[src/rtl/byte_stream_lookup2_hash_core_assert.svh]
// Assertion macros shared by the hash core modules.
`ifndef BYTE_STREAM_LOOKUP2_HASH_CORE_ASSERT_SVH
`define BYTE_STREAM_LOOKUP2_HASH_CORE_ASSERT_SVH
`ifndef ASSERT_OFF
`define BSLH_ASSERT_IMP(lbl, ante, cons) \
    lbl: assert property (@(posedge i_clk) disable iff (!i_rst_n) (ante) |-> (cons)) \
        else $error("bslh assertion failed");
`define BSLH_ASSERT_NXT(lbl, ante, cons) \
    lbl: assert property (@(posedge i_clk) disable iff (!i_rst_n) (ante) |=> (cons)) \
        else $error("bslh assertion failed");
`define BSLH_ASSERT_NEVER(lbl, cond) \
    lbl: assert property (@(posedge i_clk) disable iff (!i_rst_n) 1'b1 |-> !(cond)) \
        else $error("bslh assertion failed");
`else
`define BSLH_ASSERT_IMP(lbl, ante, cons)
`define BSLH_ASSERT_NXT(lbl, ante, cons)
`define BSLH_ASSERT_NEVER(lbl, cond)
`endif
`endif

[src/rtl/bslh_pkg.sv]
// Types, constants and the mix step function of the lookup2 hash core.
package bslh_pkg;

    localparam int BLOCK_BYTES = 12;
    localparam int BLOCK_W     = 8 * BLOCK_BYTES;
    localparam int CNT_W       = 32;
    localparam int QDEPTH      = 4;
    localparam int QPTR_W      = 2;
    localparam int QCNT_W      = 3;
    localparam int NSTEPS      = 9;

    localparam logic [3:0]  POS_LAST = 4'd11;
    localparam logic [31:0] GOLDEN   = 32'h9e3779b9;

    typedef struct packed {
        logic [7:0] data;
        logic       has_byte;
        logic       last;
    } t_in;

    typedef struct packed {
        logic [31:0] hash;
        logic [23:0] short_id;
    } t_out;

    // one request to the mixer: a full block, a final block, or both in turn
    typedef struct packed {
        logic               first;
        logic               full;
        logic               fin;
        logic [BLOCK_W-1:0] bytes;
        logic [CNT_W-1:0]   count;
    } t_cmd;

    typedef struct packed {
        logic [31:0] a;
        logic [31:0] b;
        logic [31:0] c;
    } t_mix;

    function automatic t_mix mix_step(input logic [3:0] idx, input t_mix m);
        t_mix r;
        r = m;
        case (idx)
            4'd0: begin
                r.a = m.a - (m.b + m.c);
                r.a = r.a ^ (m.c >> 13);
            end
            4'd1: begin
                r.b = m.b - (m.a + m.c);
                r.b = r.b ^ (m.a << 8);
            end
            4'd2: begin
                r.c = m.c - (m.a + m.b);
                r.c = r.c ^ (m.b >> 13);
            end
            4'd3: begin
                r.a = m.a - (m.b + m.c);
                r.a = r.a ^ (m.c >> 12);
            end
            4'd4: begin
                r.b = m.b - (m.a + m.c);
                r.b = r.b ^ (m.a << 16);
            end
            4'd5: begin
                r.c = m.c - (m.a + m.b);
                r.c = r.c ^ (m.b >> 5);
            end
            4'd6: begin
                r.a = m.a - (m.b + m.c);
                r.a = r.a ^ (m.c >> 3);
            end
            4'd7: begin
                r.b = m.b - (m.a + m.c);
                r.b = r.b ^ (m.a << 10);
            end
            4'd8: begin
                r.c = m.c - (m.a + m.b);
                r.c = r.c ^ (m.b >> 15);
            end
            default: begin
                r = m;
            end
        endcase
        return r;
    endfunction

endpackage

[src/rtl/bslh_front.sv]
// Front end: gathers bytes into 12-byte blocks and issues mixer requests.
`include "byte_stream_lookup2_hash_core_assert.svh"
module bslh_front #(
    parameter int COUNT_BITS = 32
) (
    input  logic             i_clk,
    input  logic             i_rst_n,
    input  logic             i_acc,
    input  bslh_pkg::t_in    i_in,
    output logic             o_push,
    output bslh_pkg::t_cmd   o_cmd
);

    logic [bslh_pkg::BLOCK_W-1:0] r_blk, n_blk;
    logic [3:0]                   r_pos, n_pos;
    logic [COUNT_BITS-1:0]        r_cnt, n_cnt;
    logic                         r_sent, n_sent;

    logic [bslh_pkg::BLOCK_W-1:0] blk_new;
    logic [COUNT_BITS-1:0]        cnt_new;
    logic                         pos_full;

    always_comb begin
        blk_new = r_blk;
        for (int i = 0; i < bslh_pkg::BLOCK_BYTES; i++) begin
            if (i_in.has_byte && r_pos == 4'(i)) begin
                blk_new[i*8 +: 8] = i_in.data;
            end
        end
        cnt_new  = r_cnt + COUNT_BITS'(i_in.has_byte);
        pos_full = i_in.has_byte && (r_pos == bslh_pkg::POS_LAST);
    end

    always_comb begin
        o_push      = pos_full || i_in.last;
        o_cmd.first = !r_sent;
        o_cmd.full  = pos_full;
        o_cmd.fin   = i_in.last;
        o_cmd.bytes = blk_new;
        o_cmd.count = bslh_pkg::CNT_W'(cnt_new);
    end

    always_comb begin
        n_blk  = r_blk;
        n_pos  = r_pos;
        n_cnt  = r_cnt;
        n_sent = r_sent;
        if (i_acc) begin
            if (i_in.last) begin
                n_blk  = '0;
                n_pos  = '0;
                n_cnt  = '0;
                n_sent = 1'b0;
            end else if (pos_full) begin
                n_blk  = '0;
                n_pos  = '0;
                n_cnt  = cnt_new;
                n_sent = 1'b1;
            end else if (i_in.has_byte) begin
                n_blk  = blk_new;
                n_pos  = r_pos + 4'd1;
                n_cnt  = cnt_new;
            end
        end
    end

    always_ff @(posedge i_clk) begin
        if (!i_rst_n) begin
            r_blk  <= '0;
            r_pos  <= '0;
            r_cnt  <= '0;
            r_sent <= 1'b0;
        end else begin
            r_blk  <= n_blk;
            r_pos  <= n_pos;
            r_cnt  <= n_cnt;
            r_sent <= n_sent;
        end
    end

    // before the first block goes out the count is just the fill level
    `BSLH_ASSERT_IMP(a_cnt_matches_pos, !r_sent, r_cnt == COUNT_BITS'(r_pos))
    `BSLH_ASSERT_NXT(a_last_clears, i_acc && i_in.last, r_pos == 4'd0 && !r_sent)
    `BSLH_ASSERT_NEVER(a_pos_range, r_pos > bslh_pkg::POS_LAST)

endmodule

[src/rtl/bslh_queue.sv]
// Short request queue between the front end and the mixer.
`include "byte_stream_lookup2_hash_core_assert.svh"
module bslh_queue (
    input  logic           i_clk,
    input  logic           i_rst_n,
    input  logic           i_push,
    input  bslh_pkg::t_cmd i_cmd,
    output logic           o_full,
    input  logic           i_pop,
    output logic           o_valid,
    output bslh_pkg::t_cmd o_cmd
);

    bslh_pkg::t_cmd                  r_mem [bslh_pkg::QDEPTH];
    logic [bslh_pkg::QPTR_W-1:0]     r_wr, r_rd;
    logic [bslh_pkg::QCNT_W-1:0]     r_cnt;

    assign o_full  = (r_cnt == bslh_pkg::QCNT_W'(bslh_pkg::QDEPTH));
    assign o_valid = (r_cnt != '0);
    assign o_cmd   = r_mem[r_rd];

    always_ff @(posedge i_clk) begin
        if (i_push) begin
            r_mem[r_wr] <= i_cmd;
        end
    end

    always_ff @(posedge i_clk) begin
        if (!i_rst_n) begin
            r_wr  <= '0;
            r_rd  <= '0;
            r_cnt <= '0;
        end else begin
            if (i_push) begin
                r_wr <= r_wr + 1'b1;
            end
            if (i_pop) begin
                r_rd <= r_rd + 1'b1;
            end
            r_cnt <= r_cnt + bslh_pkg::QCNT_W'(i_push) - bslh_pkg::QCNT_W'(i_pop);
        end
    end

    `BSLH_ASSERT_NEVER(a_no_overflow, i_push && o_full && !i_pop)
    `BSLH_ASSERT_NEVER(a_no_underflow, i_pop && !o_valid)
    `BSLH_ASSERT_NXT(a_drain, i_pop && !i_push, r_cnt == $past(r_cnt) - 1'b1)

endmodule

[src/rtl/bslh_mixer.sv]
// Back end: ten-stage add-and-mix pipeline with a single chain register.
`include "byte_stream_lookup2_hash_core_assert.svh"
module bslh_mixer (
    input  logic           i_clk,
    input  logic           i_rst_n,
    input  logic           i_valid,
    input  bslh_pkg::t_cmd i_cmd,
    output logic           o_pop,
    output logic           o_out_valid,
    input  logic           i_out_stall,
    output bslh_pkg::t_out o_out
);

    localparam int LAST_ST = bslh_pkg::NSTEPS;

    bslh_pkg::t_mix   r_st [LAST_ST+1];
    logic [LAST_ST:0] r_vld;
    logic [LAST_ST:0] r_fin;
    bslh_pkg::t_mix   r_chain;
    logic             r_ch_valid;
    logic             r_half;
    logic             r_out_valid;
    bslh_pkg::t_out   r_out;

    logic           en;
    logic           part_full;
    logic           use_gold;
    logic           can_enter;
    logic           exit_nf;
    bslh_pkg::t_mix base;
    bslh_pkg::t_mix word;
    bslh_pkg::t_mix ent;

    assign en = !r_out_valid || !i_out_stall;

    always_comb begin
        // a full block that also ends the message runs twice: block, then final
        part_full = i_cmd.full && !r_half;
        use_gold  = i_cmd.first && (part_full || !i_cmd.full);
        can_enter = i_valid && en && (use_gold || r_ch_valid);
        o_pop     = can_enter && (!part_full || !i_cmd.fin);
        exit_nf   = en && r_vld[LAST_ST] && !r_fin[LAST_ST];

        if (use_gold) begin
            base.a = bslh_pkg::GOLDEN;
            base.b = bslh_pkg::GOLDEN;
            base.c = '0;
        end else begin
            base = r_chain;
        end

        if (part_full) begin
            word.a = i_cmd.bytes[31:0];
            word.b = i_cmd.bytes[63:32];
            word.c = i_cmd.bytes[95:64];
        end else if (i_cmd.full) begin
            word.a = '0;
            word.b = '0;
            word.c = i_cmd.count;
        end else begin
            word.a = i_cmd.bytes[31:0];
            word.b = i_cmd.bytes[63:32];
            word.c = {i_cmd.bytes[87:64], 8'h00} + i_cmd.count;
        end

        ent.a = base.a + word.a;
        ent.b = base.b + word.b;
        ent.c = base.c + word.c;
    end

    always_ff @(posedge i_clk) begin
        if (en) begin
            r_st[0] <= ent;
            r_fin   <= {r_fin[LAST_ST-1:0], !part_full};
            for (int k = 1; k <= LAST_ST; k++) begin
                r_st[k] <= bslh_pkg::mix_step(4'(k - 1), r_st[k-1]);
            end
        end
    end

    always_ff @(posedge i_clk) begin
        if (exit_nf) begin
            r_chain <= r_st[LAST_ST];
        end
        if (en) begin
            r_out.hash     <= r_st[LAST_ST].c;
            r_out.short_id <= r_st[LAST_ST].c[23:0];
        end
    end

    always_ff @(posedge i_clk) begin
        if (!i_rst_n) begin
            r_vld       <= '0;
            r_ch_valid  <= 1'b0;
            r_half      <= 1'b0;
            r_out_valid <= 1'b0;
        end else begin
            if (en) begin
                r_vld       <= {r_vld[LAST_ST-1:0], can_enter};
                r_out_valid <= r_vld[LAST_ST] && r_fin[LAST_ST];
            end
            if (exit_nf) begin
                r_ch_valid <= 1'b1;
            end else if (can_enter && !use_gold) begin
                r_ch_valid <= 1'b0;
            end
            if (can_enter && part_full && i_cmd.fin) begin
                r_half <= 1'b1;
            end else if (o_pop) begin
                r_half <= 1'b0;
            end
        end
    end

    assign o_out_valid = r_out_valid;
    assign o_out       = r_out;

    // only one unfinished message can have a block in flight or parked
    `BSLH_ASSERT_NEVER(a_one_chain, ($countones(r_vld & ~r_fin) + 32'(r_ch_valid)) > 1)
    `BSLH_ASSERT_IMP(a_half_head, r_half, i_valid && i_cmd.full && i_cmd.fin)
    `BSLH_ASSERT_NEVER(a_chain_overwrite, exit_nf && r_ch_valid)

endmodule

[src/rtl/byte_stream_lookup2_hash_core.sv]
// Lookup2 (jhash, initial value zero) over a byte stream: top level.
//
// Input channel i_in_valid / o_in_stall carries one byte per request (data,
// has_byte, last). A request with last = 1 closes the message; has_byte = 0
// with last = 1 closes it without adding a byte. Output channel o_out_valid /
// i_out_stall carries one request per message: the 32-bit hash and its low
// 24 bits. A request moves on a rising edge with valid high and stall low.
// Throughput: one input request per cycle while o_in_stall is low. The front
// end packs bytes into 12-byte blocks and queues mixer requests; the mixer
// is a ten-stage pipeline (load add, then one mix step per stage), so
// independent messages overlap. The last byte passes the queue, the pipeline
// and the output register on its way to o_out_valid; when the message
// carries any full block, its final block waits for the previous block to
// leave the pipeline. The queue (4 deep) stalls the input only when full.
// Reset (i_rst_n low, synchronous) empties the queue and pipeline and drops
// any partial message. While a result waits on i_out_stall it holds and the
// pipeline freezes; the input keeps flowing until the queue is full.
module byte_stream_lookup2_hash_core #(
    parameter int COUNT_BITS = 32
) (
    input  logic           i_clk,
    input  logic           i_rst_n,
    input  logic           i_in_valid,
    output logic           o_in_stall,
    input  bslh_pkg::t_in  i_in,
    output logic           o_out_valid,
    input  logic           i_out_stall,
    output bslh_pkg::t_out o_out
);

    logic           acc;
    logic           f_push;
    bslh_pkg::t_cmd f_cmd;
    logic           q_full;
    logic           q_valid;
    logic           q_pop;
    bslh_pkg::t_cmd q_cmd;

    assign o_in_stall = q_full;
    assign acc        = i_in_valid && !q_full;

    bslh_front #(
        .COUNT_BITS(COUNT_BITS)
    ) u_front (
        .i_clk   (i_clk),
        .i_rst_n (i_rst_n),
        .i_acc   (acc),
        .i_in    (i_in),
        .o_push  (f_push),
        .o_cmd   (f_cmd)
    );

    bslh_queue u_queue (
        .i_clk   (i_clk),
        .i_rst_n (i_rst_n),
        .i_push  (acc && f_push),
        .i_cmd   (f_cmd),
        .o_full  (q_full),
        .i_pop   (q_pop),
        .o_valid (q_valid),
        .o_cmd   (q_cmd)
    );

    bslh_mixer u_mixer (
        .i_clk       (i_clk),
        .i_rst_n     (i_rst_n),
        .i_valid     (q_valid),
        .i_cmd       (q_cmd),
        .o_pop       (q_pop),
        .o_out_valid (o_out_valid),
        .i_out_stall (i_out_stall),
        .o_out       (o_out)
    );

endmodule

[config.mk]
export PLATFORM = sky130hd
export DESIGN_NAME = byte_stream_lookup2_hash_core
export DESIGN_NICKNAME = d
export VERILOG_FILES = /design/src/rtl/bslh_pkg.sv /design/src/rtl/bslh_front.sv /design/src/rtl/bslh_queue.sv /design/src/rtl/bslh_mixer.sv /design/src/rtl/byte_stream_lookup2_hash_core.sv
export VERILOG_INCLUDE_DIRS = /design/src /design/src/rtl
export SDC_FILE = /design/constraint.sdc
export NUM_CORES = 2
export LEC_CHECK = 0
export CORE_MARGIN = 8
export CORE_UTILIZATION = 30
export CTS_BUF_LIST = sky130_fd_sc_hd__clkbuf_4 sky130_fd_sc_hd__clkbuf_8
export CTS_CLUSTER_SIZE = 16
export DETAILED_ROUTE_END_ITERATION = 8
export DONT_BUFFER_PORTS = 1
export PLACE_DENSITY = 0.56
export SYNTH_ARGS = -nofsm -noshare
export SYNTH_HDL_FRONTEND = slang
export SYNTH_SLANG_ARGS = --single-unit
[constraint.sdc]
create_clock -name i_clk -period 37.4 [get_ports i_clk]
set_clock_uncertainty 0.05 [all_clocks]
set_input_delay 5.61 -clock i_clk [delete_from_list [all_inputs] [get_ports i_clk]]
set_output_delay 5.61 -clock i_clk [all_outputs]
set_load 0.02 [all_outputs]
==> results.json <==
{
  "die_area_sq_um": 314000,
  "cts_buffer_depth": 4,
  "grt_usage": 0.146,
  "synth_cells": 6424,
  "synth_edf_count": 1622,
  "cts_resized": 0,
  "synth_fp_nets": 7141,
  "fin_crit_sh": 0.218,
  "post_cts_buffers": 0,
  "worstPathArrival_ps": 8910,
  "cts_sinks": 1777,
  "hold_viol": 0,
  "routed-via-count": 51324,
  "synth_fa_ha_area_frac": 0.122,
  "worstSkewPairLatency_ps": 950,
  "fp.coreArea_sq_um": 296000,
  "startpoint": "i_in_valid",
  "synth_mux_area_frac": 0.0483,
  "fin_nets": 7324,
  "seqCellArea_sq_um": 51800,
  "row_count": 200,
  "synth_compound_area_frac": 0.0832,
  "gp_congestion": 0.885,
  "antenna_found_initial": 16,
  "via_per_inst": 4.76,
  "status": "completed",
  "fmax_mhz": 123,
  "worst_pin_slew_ps": 1060,
  "path_clk_slew_ps": 60,
  "drt-total-wl_um": 238000,
  "dr.pass1.iters": 6,
  "end_kind": "flip-flop",
  "drive_gt1_frac": 0.119,
  "worstSetupEndpoint": "u_front.r_blk[2]$_SDFFE_PN0P_",
  "fin_util": 0.336,
  "first_iter_violations": 4044,
  "netlist_top_cells_count": "edfxtp_1, inv_1, xnor2_1, ha_1, a21oi_1",
  "slew_headroom": 0.290,
  "fin_cells": 10776,
  "synthXorXnorAreaFrac": 0.0623,
  "cp.required_ps": 38160,
  "htreeDepth": 5,
  "start_util": 0.300,
  "worst_r2r_endpoint": "u_mixer.r_st[0][30]$_DFFE_PN_",
  "synth-simple-area-share": 0.0637,
  "ys_seq_elements": 1777,
  "ys_seq_area_frac": 0.583,
  "maxSlewViolCount": 0,
  "drv_cap": 0,
  "top_level_ports": 72,
  "cts_tree": "yes",
  "netlist_area_sq_um": 88900,
  "cts_made_buffers": 300,
  "yosysMostFrequentCell": "edfxtp_1",
  "avgRoutedWirePerCell_um": 22.1,
  "r2r_cells": 20,
  "synth.distinct_cells": 84,
  "worstPathMaxFanout": 74,
  "async_flop_share": 0,
  "yosys_warnings": 0,
  "setup_violations": 0,
  "grt_pass1_vias": 51447,
  "rsz0062_at_grt": "no",
  "die_h_um": 560,
  "synthTopCellsByArea": "edfxtp_1, fa_1, ha_1",
  "synth.top_cell.area_share": 0.548,
  "crit_type": "input port to flip-flop",
  "drt_drc_violations_left": 0,
  "place_inst": 10244,
  "multi_input_area_sq_um": 33800,
  "die_w_um": 560,
  "synth_top_family_by_area": "adder cells",
  "cp-start-kind": "input port",
  "cts-root-buf": "clkbuf_8",
  "io_buffers": 0,
  "final.min_clock_period_ps": 8150,
  "yosys.area.top_type": "edfxtp_1",
  "antenna_left": 0,
  "r2r_slack_ps": 30180,
  "n_fill_cell": 28885,
  "grt_max_degree": 191,
  "grt_first_pass_wirelength_um": 343000,
  "fin_tns_setup_ps": 0,
  "syn_to_final_growth_pct": 11.7,
  "synth.avg_cell_area_sq_um": 13.8,
  "cts_hold_buf": 0,
  "hp-class": "flip-flop to flip-flop",
  "grt-ovfl-total": 0,
  "dp_hpwl_um": 171000,
  "synth-main-ff-cell": "edfxtp_1"
}
## cell type report
class | count | share of cell area
diodes | 11 | 0.000277
clock buffers | 412 | 0.0512
clock inverters | 109 | 0.00728
inverters | 679 | 0.0260
multi-input cells | 3811 | 0.341
flip-flops and latches | 1777 | 0.522
well taps | 3939 | 0.0496
repair buffers | 38 | 0.00313
## worst min-delay path by stage
stage | from | end | slack, ps | cells past startpoint
after floorplan | u_mixer.r_st[9][32]$_DFFE_PN_ | u_mixer.r_chain[32]$_DFFE_PP_ | 350 | 0
after global placement | u_mixer.r_st[9][58]$_DFFE_PN_ | u_mixer.r_chain[58]$_DFFE_PP_ | 360 | 0
after detailed placement | u_mixer.r_st[9][88]$_DFFE_PN_ | u_mixer.r_chain[88]$_DFFE_PP_ | 360 | 0
after CTS | u_mixer.r_st[9][93]$_DFFE_PN_ | u_mixer.r_chain[93]$_DFFE_PP_ | 350 | 0
after global routing | u_mixer.r_st[9][93]$_DFFE_PN_ | u_mixer.r_chain[93]$_DFFE_PP_ | 370 | 0
final | u_mixer.r_st[9][93]$_DFFE_PN_ | u_mixer.r_chain[93]$_DFFE_PP_ | 360 | 0
## logic make-up after synthesis
kind of cell / Yosys count
compound gates: 1120
fa+ha+maj: 703
buf+inv: 836
simple gates: 1101
flops: 1777
mux: 255
xor+xnor: 632
## routing by layer
layer | vias up | global-route usage | share of wire
met2 | 1386 | 0.232 | 0.45
met3 | 397 | 0.0217 | 0.052
met1 | 26023 | 0.202 | 0.45
met5 | - | 0 | 0
met4 | 0 | 0.0565 | 0.039
li1 | 23518 | - | -
## critical path: stages
cell	delay, ps
nor2b_1	600
o21ai_4	90
buf_4	370
or2_1	490
nor2_4	450
buf_4	790
a22oi_1	160
nor2b_1	150
## per-stage QoR
| stage | hold WS (ps) | setup WS, ps | area [sq um] |
|---|---|---|---|
| floorplan | 350 | 1570 | 88900 |
| global placement | 356 | 28340 | 93500 |
| detailed placement | 355 | 28290 | 93500 |
| CTS | 347 | 29280 | 99300 |
| global route | 370 | 29040 | 99300 |
| finish | 358 | 29250 | 99300 |
## layout by cell type (no fill, tap or decap), types with 134 or more instances in the layout
master / n
fa_1: 278
and2_1: 134
nor2b_1: 147
xor2_1: 173
a21o_1: 198
ha_1: 425
xnor2_1: 459
edfxtp_1: 1622
clkbuf_8: 318
inv_1: 676
dfxtp_1: 152
a21oi_1: 324
nor2_1: 235
nand2_1: 212
## registers in the layout, indices dropped and copies added (netlist names), 10 cells and up, named ones only
register and cells:
u_mixer.o_out 32, u_front.r_cnt 32, u_mixer.r_fin 10, u_mixer.r_chain 96, u_front.r_blk 96, u_queue.r_mem 524
u_mixer.r_vld 10, u_mixer.r_st 960
Power is not shown: default switching activity piles up to over one toggle a cycle in this logic, so the estimate is an artifact.
